--- config.mk ---
export PLATFORM = sky130hd
export DESIGN_NAME = pts_ram
export DESIGN_NICKNAME = d
export VERILOG_FILES = /design/src/process_table_scheduler_defines.svh /design/src/pts_ram.sv
export SDC_FILE = /design/constraint.sdc
export NUM_CORES = 1
export LEC_CHECK = 0
export BUFFER_PORTS_ARGS = -buffer_cell sky130_fd_sc_hd__buf_2
export CORE_ASPECT_RATIO = 0.6
export CORE_UTILIZATION = 60
export CTS_BUF_LIST = sky130_fd_sc_hd__clkbuf_16
export DETAILED_ROUTE_END_ITERATION = 8
export GPL_TIMING_DRIVEN = 0
export PLACE_DENSITY = 0.78
export SKIP_CTS_REPAIR_TIMING = 1
export SYNTH_ARGS = -nofsm -noshare
export SYNTH_HDL_FRONTEND = slang
export SYNTH_SLANG_ARGS = --single-unit
--- constraint.sdc ---
create_clock -name clk -period 1.95 [get_ports clk]
set_input_delay 0 -clock clk [delete_from_list [all_inputs] [get_ports clk]]
set_output_delay 0 -clock clk [all_outputs]
set_load 0.03 [all_outputs]
--- src/process_table_scheduler_defines.svh ---
// assertion macros for the process table scheduler
`ifndef PROCESS_TABLE_SCHEDULER_DEFINES_SVH
`define PROCESS_TABLE_SCHEDULER_DEFINES_SVH

// consequent holds in the same cycle as the antecedent
`define PTS_ASSERT_NOW(label, ante, cons, msg) \
  label: assert property (@(posedge clk) disable iff (rst) (ante) |-> (cons)) \
    else $error(msg);

// consequent holds in the cycle after the antecedent
`define PTS_ASSERT_NEXT(label, ante, cons, msg) \
  label: assert property (@(posedge clk) disable iff (rst) (ante) |=> (cons)) \
    else $error(msg);

`endif

--- src/pts_ram.sv ---
// generic single write port ram with registered read
module pts_ram #(
  parameter int WIDTH = 8,
  parameter int DEPTH = 16
) (
  input  logic                     clk,
  input  logic                     wr_en,
  input  logic [$clog2(DEPTH)-1:0] wr_addr,
  input  logic [WIDTH-1:0]         wr_data,
  input  logic                     rd_en,
  input  logic [$clog2(DEPTH)-1:0] rd_addr,
  output logic [WIDTH-1:0]         rd_data
);

  logic [WIDTH-1:0] mem [DEPTH];

  always_ff @(posedge clk) begin
    if (wr_en) begin
      mem[wr_addr] <= wr_data;
    end
    if (rd_en) begin
      rd_data <= mem[rd_addr];
    end
  end

endmodule

After elaboration in Yosys (flattened, before gate mapping)
Memory sizes are Yosys's and may differ from the RTL's. A register that Yosys moved wholly into a read port is not among the register bits.
Index checks and enable logic that the tools add are counted.
Word-level totals
  register bits after elaboration: 0
  RAM bits: 128
  input port bits: 19
  word-level logic and storage cells: 3
  memories: 1
Memories
  mem: words 16, width 8, read ports 1, clocked after memory_dff 1, write ports 1, RTL line pts_ram.sv:15  | logic [WIDTH-1:0] mem [DEPTH];
Operators by class
  multiplexer cells: 2
Operator list (number)
  1-bit 2-to-1 mux: 2

Longest topological paths before layout
  word-level depth: 2
  gate-level depth with buffers: 5
  mapped depth without buffers: 3

Worst setup path after synthesis
OpenSTA, ideal clock, no wires.
  path kind: input port to flip-flop
  start point: input port wr_addr[2]
  end point: memory mem[0][0] (enable)
  setup time: 0.383 ns
  arrival time: 1.110 ns
  required time: 1.567 ns
  setup slack: 0.457 ns
  cell stages on the path: 2
  cells stage by stage: or3b_2 > nor3_1
RTL lines
  start: declaration: RTL line pts_ram.sv:8  | input logic [$clog2(DEPTH)-1:0] wr_addr,
  end: declaration: RTL line pts_ram.sv:15
No word-level cell before the write port.

==> metrics.yaml <==
status: "finished clean"
crit_path_end_kind: "register"
dp.cells: 362
synth-compound-area-share_pct: 2.30
dieWidth_um: 123
rsz0062_at_grt: "no"
holdPathStages: 2
netlist_top_cells_count: "136 x edfxtp_1, 18 x mux4_2, 16 x a22oi_1"
die-area_mm2: 0.00910
drive_gt1_share_pct: 27.8
clock_path_buffers: 2
cts_made_buffers: 17
min_period_ns: 1.47
worst-slew-pin-transition_ns: 0.990
crit_arrival_ns: 1.61
r2r-end: "rd_data[7]"
seq_area_frac_synth_pct: 78.1
post-route-period-util_pct: 75.1
syn-num-nets: 248
finalNonFillerCells: 403
fillers: 460
antenna_found_initial: 0
grtUsageTotal_pct: 24.8
hpwl_mm: 6.00
fmaxAchievable_ghz: 0.683
ys_warn_count: 0
clock_sinks: 136
first_pass_iters: 4
synthMuxAreaShare_pct: 14.8
cp_slowest_cell: "mux4_2"
synth-edff-count: 136
vias_per_cell: 6.08
grt_pass1_wl_mm: 14.4
final_hold_viol_count: 0
row_count: 25
root_buffer: "clkbuf_16"
die_y_um: 74.3
cp.required_ns: 2.09
synth_simple_gate_area_share_pct: 3.14
htreeDepth: 4
drv_cap: 0
regArea_mm2: 0.00408
synth_adder_area_share_pct: 0
port_buffers: 25
hp-class: "input port to register"
avgSynthCellArea_um2: 22.8
power_density_mw_per_mm2: 1090
setup_violations: 0
worst-setup-path-type: "register to register"
synth-async-reset-ratio_pct: 0
ios: 27
clkTransAtPathRegs_ns: 0.05
clk-insertion-delay-late_ns: 0.41
yosys.area_share.xor_xnor_pct: 0
ant_nets: 0
yosysMostFrequentCell: "edfxtp_1"
fp.coreArea_mm2: 0.00816
antenna_cells: 0
multiInputGateArea_mm2: 0.00108
routed_wl_mm: 9.85
slew_headroom_pct: 33.8
cts_tree: "built"
drc: 0
synthFlopType: "edfxtp_1"
r2r_slack_ns: 0.48
overflow: 0
min-delay-start: "wr_addr[1]"
place_congestion: 0.734
synthDominantCellAreaShare_pct: 78.1
grt_pass1_vias: 2414
syn_to_final_growth_pct: 18.0
min_to: "mem[4][5]"
irDropWorstVdd_v: 0.000759
path_cells: "mux4_2, a22oi_1, nand2_1"
drt_iter0_drc: 287
num_vias: 2452
slew_viol_final: 0
critPathLaunchType: "register"
leakage_nw: 2.08
syn_area_mm2: 0.00523
grt_max_degree: 17
synthTopCellsByArea: "edfxtp_1 78%, mux4_2 7.8%, mux4_1 7.0%"
finClkSkew_ns: 0.00552
wl_per_cell_um: 24.5
post-synth-top-area-cell: "edfxtp_1"
syn_inst: 229
power_mw: 6.71
rr_worst_depth: 3
initial_core_util_pct: 64.0
max_stage_delay_ns: 0.47
synth.distinct_cells: 18
ys_ff_latch: 136
synth_top_family_by_area: "multiplexers"
nets: 301
crit_path_max_fanout: 1
r2r-start: "mem[3][7]"
-- cell type report --
class / instances / share of cell area [%]
clock buffer: 17 / 6.90
multi-input combinational: 83 / 17.5
clock inverter: 15 / 2.31
buffer: 10 / 1.40
timing repair buffer: 34 / 3.49
sequential: 136 / 66.2
tap: 108 / 2.19
-- worst max-delay path, delay by kind of cell, from the launching register on --
| kind | cells | cell delay (ns) |
|---|---|---|
| multiplexers | 1 | 0.47 |
| flip-flops | 1 | 0.36 |
| AO/OA/AOI/OAI | 1 | 0.25 |
| AND/OR/NAND/NOR | 1 | 0.12 |
-- metrics by stage --
step | area (µm²) | hold WS [ns] | setup TNS, ns | setup WS (ns) | util [%]
5_1_grt | 6170 | 0.119 | 0 | 0.423 | 75.5
3_5_place_dp | 5490 | 0.388 | -1.80 | -0.225 | 67.3
6_report | 6170 | 0.108 | 0 | 0.485 | 75.5
2_1_floorplan | 5230 | 0.0989 | 0 | 0.457 | -
3_3_place_gp | 5490 | 0.385 | -1.30 | -0.163 | 67.2
4_1_cts | 6060 | -0.0457 | 0 | 0.212 | 74.2
-- logic make-up (layout without fill, tap and decap cells) --
group / count (synthesis) / after routing
flops: 136 / 136
simple gates: 35 / 35
mux: 32 / 32
compound gates: 16 / 16
buf+inv: 10 / 76
-- report_power, final --
| group | total [mW] | internal [mW] | switching [mW] |
|---|---|---|---|
| Combinational | 0.341 | 0.139 | 0.203 |
| Clock | 3.06 | 1.96 | 1.10 |
| Sequential | 3.31 | 3.30 | 0.0155 |
-- worst max path at each step --
stage	endpoint	slack (ns)	depth (start not counted)	start
2_1_floorplan	mem[0][0]	0.46	2	wr_addr[2]
3_3_place_gp	mem[0][0]	-0.16	3	wr_addr[2]
3_5_place_dp	mem[0][0]	-0.23	3	wr_addr[2]
4_1_cts	mem[0][1]	0.21	3	wr_addr[2]
5_1_grt	rd_data[0]	0.42	3	mem[1][0]
6_report	rd_data[7]	0.48	3	mem[3][7]
-- metal layers --
layer	share of wire, %	track usage [%]	vias up
met1	45	37.9	1247
met4	0.29	10.3	0
met5	0	0	-
met2	45	34.1	114
met3	10	7.52	2
li1	-	-	1089
-- state kept, by name, summed over array words and instances (netlist names) --
name	flops
mem	128
rd_data	8
-- cells in the final DEF (no fill, tap or decap) --
master             n
nand3b_1           2
clkbuf_16         17
mux4_2            18
edfxtp_1         136
clkinvlp_4         1
mux4_1            14
nand3_1            1
clkdlybuf4s25_2    3
nor3_2             4
nor2b_1            1
and2b_1            1
clkinv_2           3
buf_4              1
buf_6              3
buf_2             28
a22oi_1           16
or3b_2             1
bufinv_16          3
nand2_1            9
dlygate4sd3_1      9
nand2b_1           2
and2_1             1
inv_1              2
nor2_1            13
clkinv_1           6
Note: power is estimated with default switching activity, not from simulation.
